## src/h2c_pkg.sv

```systemverilog
`default_nettype none

package h2c_pkg;

  localparam int HEIGHT_FRAC_BITS_DEF = 8;
  localparam int FACTOR_BITS_DEF      = 16;
  localparam int QUEUE_DEPTH          = 4;
  localparam int QUEUE_PTR_BITS       = $clog2(QUEUE_DEPTH);
  localparam int QUEUE_COUNT_BITS     = $clog2(QUEUE_DEPTH + 1);
  localparam int CFG_INDEX_BITS       = 3;

  typedef enum logic [CFG_INDEX_BITS-1:0] {
    REG_INV_SCALE_WET    = 3'd0,
    REG_INV_SCALE_DRY    = 3'd1,
    REG_DRY_DARK_COLOR   = 3'd2,
    REG_DRY_LIGHT_COLOR  = 3'd3,
    REG_SHORE_COLOR      = 3'd4,
    REG_HIGH_WATER_COLOR = 3'd5,
    REG_DEEP_WATER_COLOR = 3'd6
  } reg_index_t;

  localparam logic [23:0] INV_SCALE_WET_RST    = 24'd838861;
  localparam logic [23:0] INV_SCALE_DRY_RST    = 24'd5592;
  localparam logic [23:0] DRY_DARK_COLOR_RST   = 24'd2310662;
  localparam logic [23:0] DRY_LIGHT_COLOR_RST  = 24'd12053168;
  localparam logic [23:0] SHORE_COLOR_RST      = 24'd15525589;
  localparam logic [23:0] HIGH_WATER_COLOR_RST = 24'd9175836;
  localparam logic [23:0] DEEP_WATER_COLOR_RST = 24'd207708;

  typedef struct packed {
    logic signed [23:0] water_depth;
    logic signed [23:0] bed_height;
  } item_t;

  typedef struct packed {
    logic [7:0] red;
    logic [7:0] green;
    logic [7:0] blue;
  } color_t;

  typedef struct packed {
    logic [23:0] inv_scale_wet;
    logic [23:0] inv_scale_dry;
    logic [23:0] dry_dark_color;
    logic [23:0] dry_light_color;
    logic [23:0] shore_color;
    logic [23:0] high_water_color;
    logic [23:0] deep_water_color;
  } cfg_t;

  // One classified word: magnitude to scale, its reciprocal scale and the two end colours.
  typedef struct packed {
    logic [24:0] mag;
    logic [23:0] inv;
    logic        force_one;
    logic [23:0] c1;
    logic [23:0] c2;
  } class_t;

  typedef struct packed {
    logic                        full;
    logic                        empty;
    logic [QUEUE_COUNT_BITS-1:0] count;
  } q_stat_t;

endpackage

`default_nettype wire

```

## src/h2c_regs.sv

```systemverilog
`default_nettype none

module h2c_regs (
  input  wire logic                              clk,
  input  wire logic                              rst,
  input  wire logic                              cfg_valid,
  output logic                                   cfg_ready,
  input  wire logic [h2c_pkg::CFG_INDEX_BITS-1:0] cfg_index,
  input  wire logic [23:0]                       cfg_data,
  output h2c_pkg::cfg_t                          cfg
);

  assign cfg_ready = 1'b1;

  always_ff @(posedge clk) begin
    if (rst) begin
      cfg.inv_scale_wet    <= h2c_pkg::INV_SCALE_WET_RST;
      cfg.inv_scale_dry    <= h2c_pkg::INV_SCALE_DRY_RST;
      cfg.dry_dark_color   <= h2c_pkg::DRY_DARK_COLOR_RST;
      cfg.dry_light_color  <= h2c_pkg::DRY_LIGHT_COLOR_RST;
      cfg.shore_color      <= h2c_pkg::SHORE_COLOR_RST;
      cfg.high_water_color <= h2c_pkg::HIGH_WATER_COLOR_RST;
      cfg.deep_water_color <= h2c_pkg::DEEP_WATER_COLOR_RST;
    end else if (cfg_valid) begin
      unique case (h2c_pkg::reg_index_t'(cfg_index))
        h2c_pkg::REG_INV_SCALE_WET:    cfg.inv_scale_wet    <= cfg_data;
        h2c_pkg::REG_INV_SCALE_DRY:    cfg.inv_scale_dry    <= cfg_data;
        h2c_pkg::REG_DRY_DARK_COLOR:   cfg.dry_dark_color   <= cfg_data;
        h2c_pkg::REG_DRY_LIGHT_COLOR:  cfg.dry_light_color  <= cfg_data;
        h2c_pkg::REG_SHORE_COLOR:      cfg.shore_color      <= cfg_data;
        h2c_pkg::REG_HIGH_WATER_COLOR: cfg.high_water_color <= cfg_data;
        h2c_pkg::REG_DEEP_WATER_COLOR: cfg.deep_water_color <= cfg_data;
        default: ;
      endcase
    end
  end

endmodule

`default_nettype wire

```

## src/h2c_front.sv

```systemverilog
`default_nettype none

module h2c_front (
  input  wire logic           clk,
  input  wire logic           rst,
  input  wire h2c_pkg::cfg_t  cfg,
  input  wire logic           item_valid,
  output logic                item_ready,
  input  wire h2c_pkg::item_t item,
  output logic                push,
  output h2c_pkg::class_t     push_data,
  input  wire logic           q_full
);

  logic            held;
  h2c_pkg::class_t cls;
  logic            wet;
  logic signed [24:0] surface;
  logic        [24:0] bed_ext;

  assign push       = held && !q_full;
  assign item_ready = !held || !q_full;

  assign wet     = item.water_depth > 24'sd0;
  assign surface = 25'(item.water_depth) + 25'(item.bed_height);
  assign bed_ext = {1'b0, item.bed_height};

  always_comb begin
    if (wet) begin
      cls.mag       = surface[24] ? 25'(-surface) : 25'(surface);
      cls.inv       = cfg.inv_scale_wet;
      cls.force_one = 1'b0;
      cls.c1        = cfg.shore_color;
      cls.c2        = (surface > 25'sd0) ? cfg.high_water_color : cfg.deep_water_color;
    end else begin
      cls.mag       = item.bed_height[23] ? 25'd0 : bed_ext;
      cls.inv       = cfg.inv_scale_dry;
      cls.force_one = item.bed_height[23];
      cls.c1        = cfg.dry_dark_color;
      cls.c2        = cfg.dry_light_color;
    end
  end

  always_ff @(posedge clk) begin
    if (rst) begin
      held <= 1'b0;
    end else if (item_ready) begin
      held <= item_valid;
    end
  end

  always_ff @(posedge clk) begin
    if (item_valid && item_ready) begin
      push_data <= cls;
    end
  end

endmodule

`default_nettype wire

```

## src/h2c_queue.sv

```systemverilog
`default_nettype none

module h2c_queue (
  input  wire logic            clk,
  input  wire logic            rst,
  input  wire logic            push,
  input  wire h2c_pkg::class_t push_data,
  input  wire logic            pop,
  output h2c_pkg::class_t      pop_data,
  output h2c_pkg::q_stat_t     stat
);

  localparam int D  = h2c_pkg::QUEUE_DEPTH;
  localparam int PB = h2c_pkg::QUEUE_PTR_BITS;
  localparam int CB = h2c_pkg::QUEUE_COUNT_BITS;

  h2c_pkg::class_t entries [D];
  logic [PB-1:0]   wr_ptr;
  logic [PB-1:0]   rd_ptr;
  logic [CB-1:0]   count;

  assign stat.count = count;
  assign stat.full  = count == CB'(D);
  assign stat.empty = count == '0;
  assign pop_data   = entries[rd_ptr];

  always_ff @(posedge clk) begin
    if (rst) begin
      wr_ptr <= '0;
      rd_ptr <= '0;
      count  <= '0;
    end else begin
      if (push) begin
        wr_ptr <= (wr_ptr == PB'(D - 1)) ? '0 : wr_ptr + 1'b1;
      end
      if (pop) begin
        rd_ptr <= (rd_ptr == PB'(D - 1)) ? '0 : rd_ptr + 1'b1;
      end
      count <= count + CB'(push) - CB'(pop);
    end
  end

  always_ff @(posedge clk) begin
    if (push) begin
      entries[wr_ptr] <= push_data;
    end
  end

endmodule

`default_nettype wire

```

## src/h2c_back.sv

```systemverilog
`default_nettype none

module h2c_back #(
  parameter int HEIGHT_FRAC_BITS = h2c_pkg::HEIGHT_FRAC_BITS_DEF,
  parameter int FACTOR_BITS      = h2c_pkg::FACTOR_BITS_DEF
) (
  input  wire logic            clk,
  input  wire logic            rst,
  input  wire h2c_pkg::class_t pop_data,
  input  wire logic            q_empty,
  output logic                 pop,
  output logic                 back_en,
  output logic                 color_valid,
  input  wire logic            color_ready,
  output h2c_pkg::color_t      color
);

  localparam int FB    = FACTOR_BITS;
  localparam int UW    = FB + 1;
  localparam int PW    = 49;
  localparam int SH    = HEIGHT_FRAC_BITS + 24 - FB;
  localparam int SH_M1 = (SH > 0) ? SH - 1 : 0;
  localparam int AW    = FB + 12;

  localparam logic [UW-1:0] ONE    = {1'b1, {FB{1'b0}}};
  localparam logic [PW:0]   RND_S  = (SH > 0) ? ((PW + 1)'(1) << SH_M1) : '0;
  localparam logic [2*UW:0] RND_F  = (2 * UW + 1)'(1) << (FB - 1);
  localparam logic [AW-1:0] HALF_A = AW'(1) << (FB - 1);

  logic [7:1] v;
  logic       en;

  logic [PW-1:0]   prod1;
  logic            force1;
  logic [23:0]     c1_s [1:6];
  logic [23:0]     c2_s [1:6];
  logic [UW-1:0]   u2, u3, u4;
  logic [2*UW-1:0] uu3;
  logic [UW-1:0]   sq4;
  logic [2*UW-1:0] su5;
  logic [UW-1:0]   f6;

  logic [PW:0]     s_sum;
  logic [PW:0]     s_full;
  logic [UW-1:0]   u_calc;
  logic [2*UW:0]   sq_sum;
  logic [2*UW:0]   f_sum;
  logic [7:0]      mix_res [3];

  assign en          = !v[7] || color_ready;
  assign back_en     = en;
  assign pop         = en && !q_empty;
  assign color_valid = v[7];

  assign s_sum  = (PW + 1)'(prod1) + RND_S;
  assign s_full = s_sum >> SH;

  always_comb begin
    if (force1) begin
      u_calc = ONE;
    end else if (s_full > (PW + 1)'(ONE)) begin
      u_calc = '0;
    end else begin
      u_calc = ONE - UW'(s_full);
    end
  end

  assign sq_sum = (2 * UW + 1)'(uu3) + RND_F;
  assign f_sum  = (2 * UW + 1)'(su5) + RND_F;

  for (genvar k = 0; k < 3; k++) begin : g_lane
    localparam int POS = 16 - 8 * k;
    logic [7:0]          a;
    logic [7:0]          b;
    logic signed [8:0]   diff;
    logic signed [UW:0]  fs;
    logic signed [UW+9:0] mprod;
    logic signed [AW-1:0] acc;

    assign a     = c1_s[6][POS +: 8];
    assign b     = c2_s[6][POS +: 8];
    assign diff  = $signed({1'b0, a}) - $signed({1'b0, b});
    assign fs    = $signed({1'b0, f6});
    assign mprod = fs * diff;
    assign acc   = $signed({{(AW - FB - 8){1'b0}}, b, {FB{1'b0}}}) + AW'(mprod)
                   + $signed(HALF_A);
    assign mix_res[k] = acc[FB +: 8];
  end

  always_ff @(posedge clk) begin
    if (rst) begin
      v <= '0;
    end else if (en) begin
      v <= {v[6:1], pop};
    end
  end

  always_ff @(posedge clk) begin
    if (en) begin
      prod1   <= PW'(pop_data.mag * pop_data.inv);
      force1  <= pop_data.force_one;
      c1_s[1] <= pop_data.c1;
      c2_s[1] <= pop_data.c2;
      for (int i = 2; i <= 6; i++) begin
        c1_s[i] <= c1_s[i-1];
        c2_s[i] <= c2_s[i-1];
      end
      u2          <= u_calc;
      uu3         <= u2 * u2;
      u3          <= u2;
      sq4         <= UW'(sq_sum >> FB);
      u4          <= u3;
      su5         <= sq4 * u4;
      f6          <= UW'(f_sum >> FB);
      color.red   <= mix_res[0];
      color.green <= mix_res[1];
      color.blue  <= mix_res[2];
    end
  end

endmodule

`default_nettype wire

```

## src/height_to_color_map.sv

```systemverilog
// Colours one grid point of a shallow-water height field per word.
// Item channel: item_valid/item_ready with item (water depth, bed height,
// signed fixed point). Colour channel: color_valid/color_ready with color
// (red, green, blue, 8 bits each). Configuration channel: cfg_valid/cfg_ready
// with cfg_index and cfg_data; cfg_ready is always high and indexes past the
// last register are ignored. Writes are meant to happen while the block is idle.
// A classifying front stage picks the region, magnitude and end colours and
// places the word in a four-entry queue; a seven-stage back pipeline scales,
// cubes and mixes it. Throughput is one word per cycle, set by the back
// pipeline advancing once per cycle when the colour output is free or being
// taken. When the receiver stalls, the back pipeline holds, the queue fills,
// and item_ready falls once the queue and front stage are full.
// Reset empties the front stage, queue and pipeline and returns all
// registers to their default colours and scales.
`default_nettype none

module height_to_color_map #(
  parameter int HEIGHT_FRAC_BITS = h2c_pkg::HEIGHT_FRAC_BITS_DEF,
  parameter int FACTOR_BITS      = h2c_pkg::FACTOR_BITS_DEF
) (
  input  wire logic                               clk,
  input  wire logic                               rst,
  input  wire logic                               item_valid,
  output logic                                    item_ready,
  input  wire h2c_pkg::item_t                     item,
  output logic                                    color_valid,
  input  wire logic                               color_ready,
  output h2c_pkg::color_t                         color,
  input  wire logic                               cfg_valid,
  output logic                                    cfg_ready,
  input  wire logic [h2c_pkg::CFG_INDEX_BITS-1:0] cfg_index,
  input  wire logic [23:0]                        cfg_data
);

  h2c_pkg::cfg_t    cfg;
  h2c_pkg::class_t  push_data;
  h2c_pkg::class_t  pop_data;
  h2c_pkg::q_stat_t q_stat;
  logic             push;
  logic             pop;
  logic             back_en;

  h2c_regs u_regs (
    .clk       (clk),
    .rst       (rst),
    .cfg_valid (cfg_valid),
    .cfg_ready (cfg_ready),
    .cfg_index (cfg_index),
    .cfg_data  (cfg_data),
    .cfg       (cfg)
  );

  h2c_front u_front (
    .clk        (clk),
    .rst        (rst),
    .cfg        (cfg),
    .item_valid (item_valid),
    .item_ready (item_ready),
    .item       (item),
    .push       (push),
    .push_data  (push_data),
    .q_full     (q_stat.full)
  );

  h2c_queue u_queue (
    .clk       (clk),
    .rst       (rst),
    .push      (push),
    .push_data (push_data),
    .pop       (pop),
    .pop_data  (pop_data),
    .stat      (q_stat)
  );

  h2c_back #(
    .HEIGHT_FRAC_BITS (HEIGHT_FRAC_BITS),
    .FACTOR_BITS      (FACTOR_BITS)
  ) u_back (
    .clk         (clk),
    .rst         (rst),
    .pop_data    (pop_data),
    .q_empty     (q_stat.empty),
    .pop         (pop),
    .back_en     (back_en),
    .color_valid (color_valid),
    .color_ready (color_ready),
    .color       (color)
  );

  a_reset_empty : assert property (@(posedge clk) rst |=> !color_valid)
    else $error("colour output valid straight after reset");

  a_queue_bound : assert property (@(posedge clk) disable iff (rst)
    q_stat.count <= h2c_pkg::QUEUE_COUNT_BITS'(h2c_pkg::QUEUE_DEPTH))
    else $error("queue count beyond its depth");

  a_pop_stall : assert property (@(posedge clk) disable iff (rst)
    (color_valid && !color_ready) |-> !pop)
    else $error("queue popped while the colour output is stalled");

  a_pop_nonempty : assert property (@(posedge clk) disable iff (rst)
    pop |-> (!q_stat.empty && back_en))
    else $error("queue popped when empty or with the pipeline held");

endmodule

`default_nettype wire
```

## config.mk

```make
export PLATFORM = sky130hd
export DESIGN_NAME = height_to_color_map
export DESIGN_NICKNAME = d
export VERILOG_FILES = /design/src/h2c_pkg.sv /design/src/h2c_regs.sv /design/src/h2c_front.sv /design/src/h2c_queue.sv /design/src/h2c_back.sv /design/src/height_to_color_map.sv
export SDC_FILE = /design/constraint.sdc
export NUM_CORES = 2
export LEC_CHECK = 0
export BUFFER_PORTS_ARGS = -buffer_cell sky130_fd_sc_hd__buf_4
export CAP_MARGIN = 20
export CORE_ASPECT_RATIO = 1.5
export CORE_MARGIN = 3
export CORE_UTILIZATION = 30
export DETAILED_ROUTE_END_ITERATION = 16
export HOLD_SLACK_MARGIN = 0.05
export PLACE_DENSITY = 0.53
export SLEW_MARGIN = 20
export SYNTH_ARGS = -nofsm -noshare
export SYNTH_HDL_FRONTEND = slang
export SYNTH_SLANG_ARGS = --single-unit
```

## constraint.sdc

```tcl
create_clock -name clk -period 12.4 [get_ports clk]
set_input_delay 2.48 -clock clk [delete_from_list [all_inputs] [get_ports clk]]
set_output_delay 2.48 -clock clk [all_outputs]
set_load 0.05 [all_outputs]
```

[Yosys cells after proc, flatten, opt, wreduce, memory -nomap -nowiden]
Memories as Yosys holds them, arrays and structs flattened. A register that Yosys moved wholly into a read port is not among the register bits.
Cells that the tools add are included.
Cells by class
  $add $sub $neg: 19
  multiply operators: 6
  order comparisons: 3
  eq/ne operators: 9
  muxes and demuxes: 13
  reduce and logical (&&, ||, !) cells: 19
Operator list (number)
  two-way mux 98 bit: 1
  adder 24 x 17 -> 24 bit (second input constant): 3
  adder 24 bit: 3
  multiplier 18 x 9 -> 24 bit: 3
  adder 33 x 16 -> 33 bit (second input constant): 2
  multiplier 17 x 17 -> 33 bit: 2
  adder 49 x 16 -> 50 bit (second input constant): 1
  multiplier 25 x 24 -> 49 bit: 1
  > comparator 34 x 17 -> 1 bit (second input constant): 1
  subtractor 8 x 8 -> 9 bit: 3
  adder 24 x 24 -> 25 bit: 1
  > comparator 25 x 1 -> 1 bit (second input constant): 1
  two-way mux 25 bit: 1
  negation 25 bit: 1
  > comparator 24 x 1 -> 1 bit (second input constant): 1
  two-way mux 24 bit: 1
  two-way mux 23 bit: 1
  two-way mux 17 bit: 1
  subtractor 17 bit (first input constant): 1
  AND reduction 2 bit: 7
  equality test 3 bit (second input constant): 4
  two-way mux 2 bit: 4
  equality test 3 x 2 -> 1 bit (second input constant): 2
  logical NOT 3 bit: 2
  other kinds (10): 21
Word-level totals
  register bits after elaboration: 506
  RAM bits: 680
  output and inout port bits: 27
  memories kept: 3
Memories
  u_queue.entries: words 4, width 98, rd ports 1, clocked after memory_dff 1, wr ports 1, RTL line h2c_queue.sv:17  | h2c_pkg::class_t entries [D];
  u_back.c1_s: words 6, width 24, rd ports 6, clocked after memory_dff 0, wr ports 6, RTL line h2c_back.sv:35  | logic [23:0] c1_s [1:6];
  u_back.c2_s: words 6, width 24, rd ports 6, clocked after memory_dff 0, wr ports 6, RTL line h2c_back.sv:36  | logic [23:0] c2_s [1:6];

[Depth between registers and ports, before layout]
  depth after elaboration: 5
  mapped depth: 34
  gate-level depth less buffers: 32

[Cells and area by module]
A second synthesis with hierarchy kept.
Unflattened totals
  cells, all modules: 8388
  area total of the unflattened synthesis: 94145.3 um^2
Modules (own cells, without submodules)
  h2c_back: instances 1, cells an instance 6454, area an instance 66054.6 um^2
  h2c_queue: instances 1, cells an instance 555, area an instance 14570.2 um^2
  h2c_front: instances 1, cells an instance 764, area an instance 6914.1 um^2
  h2c_regs: instances 1, cells an instance 615, area an instance 6606.3 um^2

[Worst setup path after synthesis]
OpenSTA, ideal clock, no wires.
  path kind: in2reg
  from: input port color_ready
  to: register u_back.c1_s[0][24] (netlist name)
  library setup time: 0.816 ns
  arrival: 11.739 ns
  setup slack: -0.155 ns
  stages: 3
  buffers on the path: 1
  cells stage by stage: nor2b_1 clkbuf_1 inv_1
RTL lines
  start: declaration: RTL line height_to_color_map.sv:27  | input wire logic color_ready,

==> results.yml <==
cts:
  post_cts_buffers: 0
  cts_root_buf: "clkbuf_16"
  hold_buffers: 0
  htreeDepth: 3
  clock_latency_ps: 770
  clkTransAtPathRegs_ps: 80
  ctsResizeCount: 0
  cts_tree: "done"
  cts_made_buffers: 112
  clkSinkCount: 1143
  clockBufferDepth: 3
setup_path:
  r2r_cells: 29
  arrival_ps: 9860
  worstSetupEndpointType: "flop"
  crit_type: "flop to flop"
  crit_end: "u_back.prod1[43]"
  max_stage_delay_ps: 820
  crit_fanout: 49
  r2r_slack_ps: 2950
  crit_slowest_cell: "dfxtp_4"
  reg2reg_to: "u_back.prod1[43]"
  critPathLaunchType: "flop"
  required_ps: 12810
synth:
  synth_area_leaders: "edfxtp_1 (31%), fa_1 (27%), ha_1 (7.7%)"
  syn_inst: 8450
  synth_area_sq_mm: 0.0923
  ys.flop_type: "edfxtp_1"
  yosysTopAreaCellShare: 0.312
  syn_nets: 10350
  yosysTopAreaCell: "edfxtp_1"
  synth-edff-count: 958
  ys_seq_area_frac: 0.352
  async_reset_ff_frac: 0
  synth_cell_types: 80
  synth_top_cells_by_count: "inv_1 (1,528), fa_1 (1,255), nand2_1 (1,225), edfxtp_1 (958), ha_1 (565)"
  post-synth-top-count-cell: "inv_1"
  ys_warn_count: 0
  ys_ff_latch: 1143
  avgSynthCellArea_sq_um: 10.9
route:
  routedWlPerCell_um: 17.7
  vias: 58335
  finalWirelength_um: 222000
  drtPass1Iterations: 6
  drt_iter0_markers: 3109
  drc: 0
  viasPerCell: 4.65
  postRouteAntennaNets: 0
floorplanning:
  core-area_sq_mm: 0.305
  fp.dieArea_sq_mm: 0.315
  start_util: 0.302
  pin_count: 107
  fp.dieH_um: 685
  std_cell_rows: 248
  fp.dieW_um: 459
timing:
  fin_crit_sh: 0.762
  period_minus_slack_ps: 9450
  rsz0062_at_grt: "no"
  hold_viol: 0
  drv_slew: 0
  fmax_mhz: 106
  relSlewSlack: 0.291
  tightest_slew_ps: 1060
  finalSetupViolations: 0
  fin_tns_setup_ps: 0
  finalClockSkew_ps: 111
placement:
  place.gp.congestion: 0.900
  hpwl_um: 164000
  io_buffers: 105
job:
  drv_cap: 0
global_routing:
  grt_pass1_vias: 64447
  track_usage: 0.142
  grt_overflow: 0
  grt_pass1_wl_um: 355000
  grt_max_degree: 193
  antenna_found_initial: 2
run_status:
  status: "complete, no violations"
final_layout:
  drive_gt1_frac: 0.0725
  multiInputGateArea_sq_mm: 0.0529
  fillers: 30701
  ff_latch_area_sq_mm: 0.0325
  nets: 10350
  area_growth_pct: 10.0
worst_hold_path:
  hp-class: "flop to flop"
[placed cells by master (no fill, tap or decap), types with 11 or more instances in the layout]
cell	instances
nor2_1	492
ha_1	565
o31a_1	26
a31oi_1	14
or2_2	13
buf_4	236
nand3_1	59
clkbuf_16	113
clkbuf_1	23
nand2_1	1225
o21a_1	63
o21ai_0	71
xor2_1	55
nor2b_1	38
nand2b_1	107
dfxtp_1	183
and3_1	32
clkinv_2	19
o21ai_1	24
and2_1	341
inv_1	1527
a211oi_1	36
xnor2_1	165
nand4_1	23
nor3_1	89
o21bai_1	20
mux2_2	96
fa_1	1255
clkinvlp_4	11
a21o_1	64
mux2i_1	48
nand3b_1	95
nor4_1	14
edfxtp_1	958
clkinv_1	22
a21oi_1	210
mux4_2	59
[cell type report]
cell class	count	area share
repair buffers	238	0.0177
diodes	2	0.0000493
clock inverters	73	0.00682
multi-input cells	5426	0.521
well taps	4000	0.0493
flip-flops and latches	1143	0.320
inverters	1529	0.0565
clock buffers	139	0.0291
[kinds of logic after synthesis]
group                      share of synthesized area
AOI/OAI and AO/OA                             0.0429
xor gates and xnor gates                      0.0213
adders and majority gates                      0.349
buffers and inverters                         0.0768
DFF                                            0.352
muxes                                         0.0313
other                                      0.0000406
and+or+nand+nor                                0.127
[per-layer routing]
layer	global-route usage	wire, um	vias up
met1	0.168	88800	29890
met3	0.0129	7780	452
met2	0.263	116000	1289
met4	0.0575	9510	0
li1	-	-	26704
met5	0	0	-
[how the worst min path moves through the flow]
| stage | cells after the start | to | start | slack (ps) |
|---|---|---|---|---|
| final | 0 | u_back.c2_s[3][9] | u_back.c2_s[2][33] | 350 |
| after global routing | 0 | u_back.c2_s[3][9] | u_back.c2_s[2][33] | 360 |
| after CTS | 0 | u_back.c2_s[3][9] | u_back.c2_s[2][33] | 350 |
| after detailed placement | 0 | u_back.c1_s[1][14] | u_back.c1_s[0][38] | 400 |
| after global placement | 0 | u_back.c1_s[2][20] | u_back.c1_s[1][44] | 400 |
| after floorplan | 0 | u_back.c1_s[1][0] | u_back.c1_s[0][24] | 400 |
[state kept, by name (all words and copies together), names as in the netlist, 2 cells and up, named ones only]
name,cells
u_queue.wr_ptr,2
u_back.v,7
u_back.uu3,19
u_back.sq4,17
u_front.push_data,98
u_back.u4,17
u_queue.count,3
u_back.prod1,34
u_queue.rd_ptr,2
u_queue.entries,392
u_back.su5,18
u_back.u2,17
u_regs.cfg,168
u_back.color,24
u_back.c1_s,144
u_back.u3,16
u_back.c2_s,144
u_back.f6,17
[per-stage QoR]
stage	hold slack [ps]	instances	worst slack, ps	util	cell area (sq um)
2_1_floorplan	400	8450	1950	-	92300
6_report	352	12550	2950	0.333	102000
3_3_place_gp	401	12336	2860	0.321	97900
5_1_grt	358	12549	2400	0.333	102000
3_5_place_dp	405	12336	2930	0.321	97900
4_1_cts	346	12548	2860	0.333	102000
[worst max-delay path: cells and delay by family, from the launching register on]
family | cells | cell delay (ps)
xor gates and xnor gates | 1 | 120
AOI/OAI and AO/OA | 7 | 2660
and+or+nand+nor | 4 | 550
DFF | 1 | 820
adders and majority gates | 8 | 3900
muxes | 1 | 150
buffers and inverters | 8 | 890
Power is left out: the tool's default activity adds up to more than one toggle a clock period on the data nets, which glitch-free logic cannot reach.
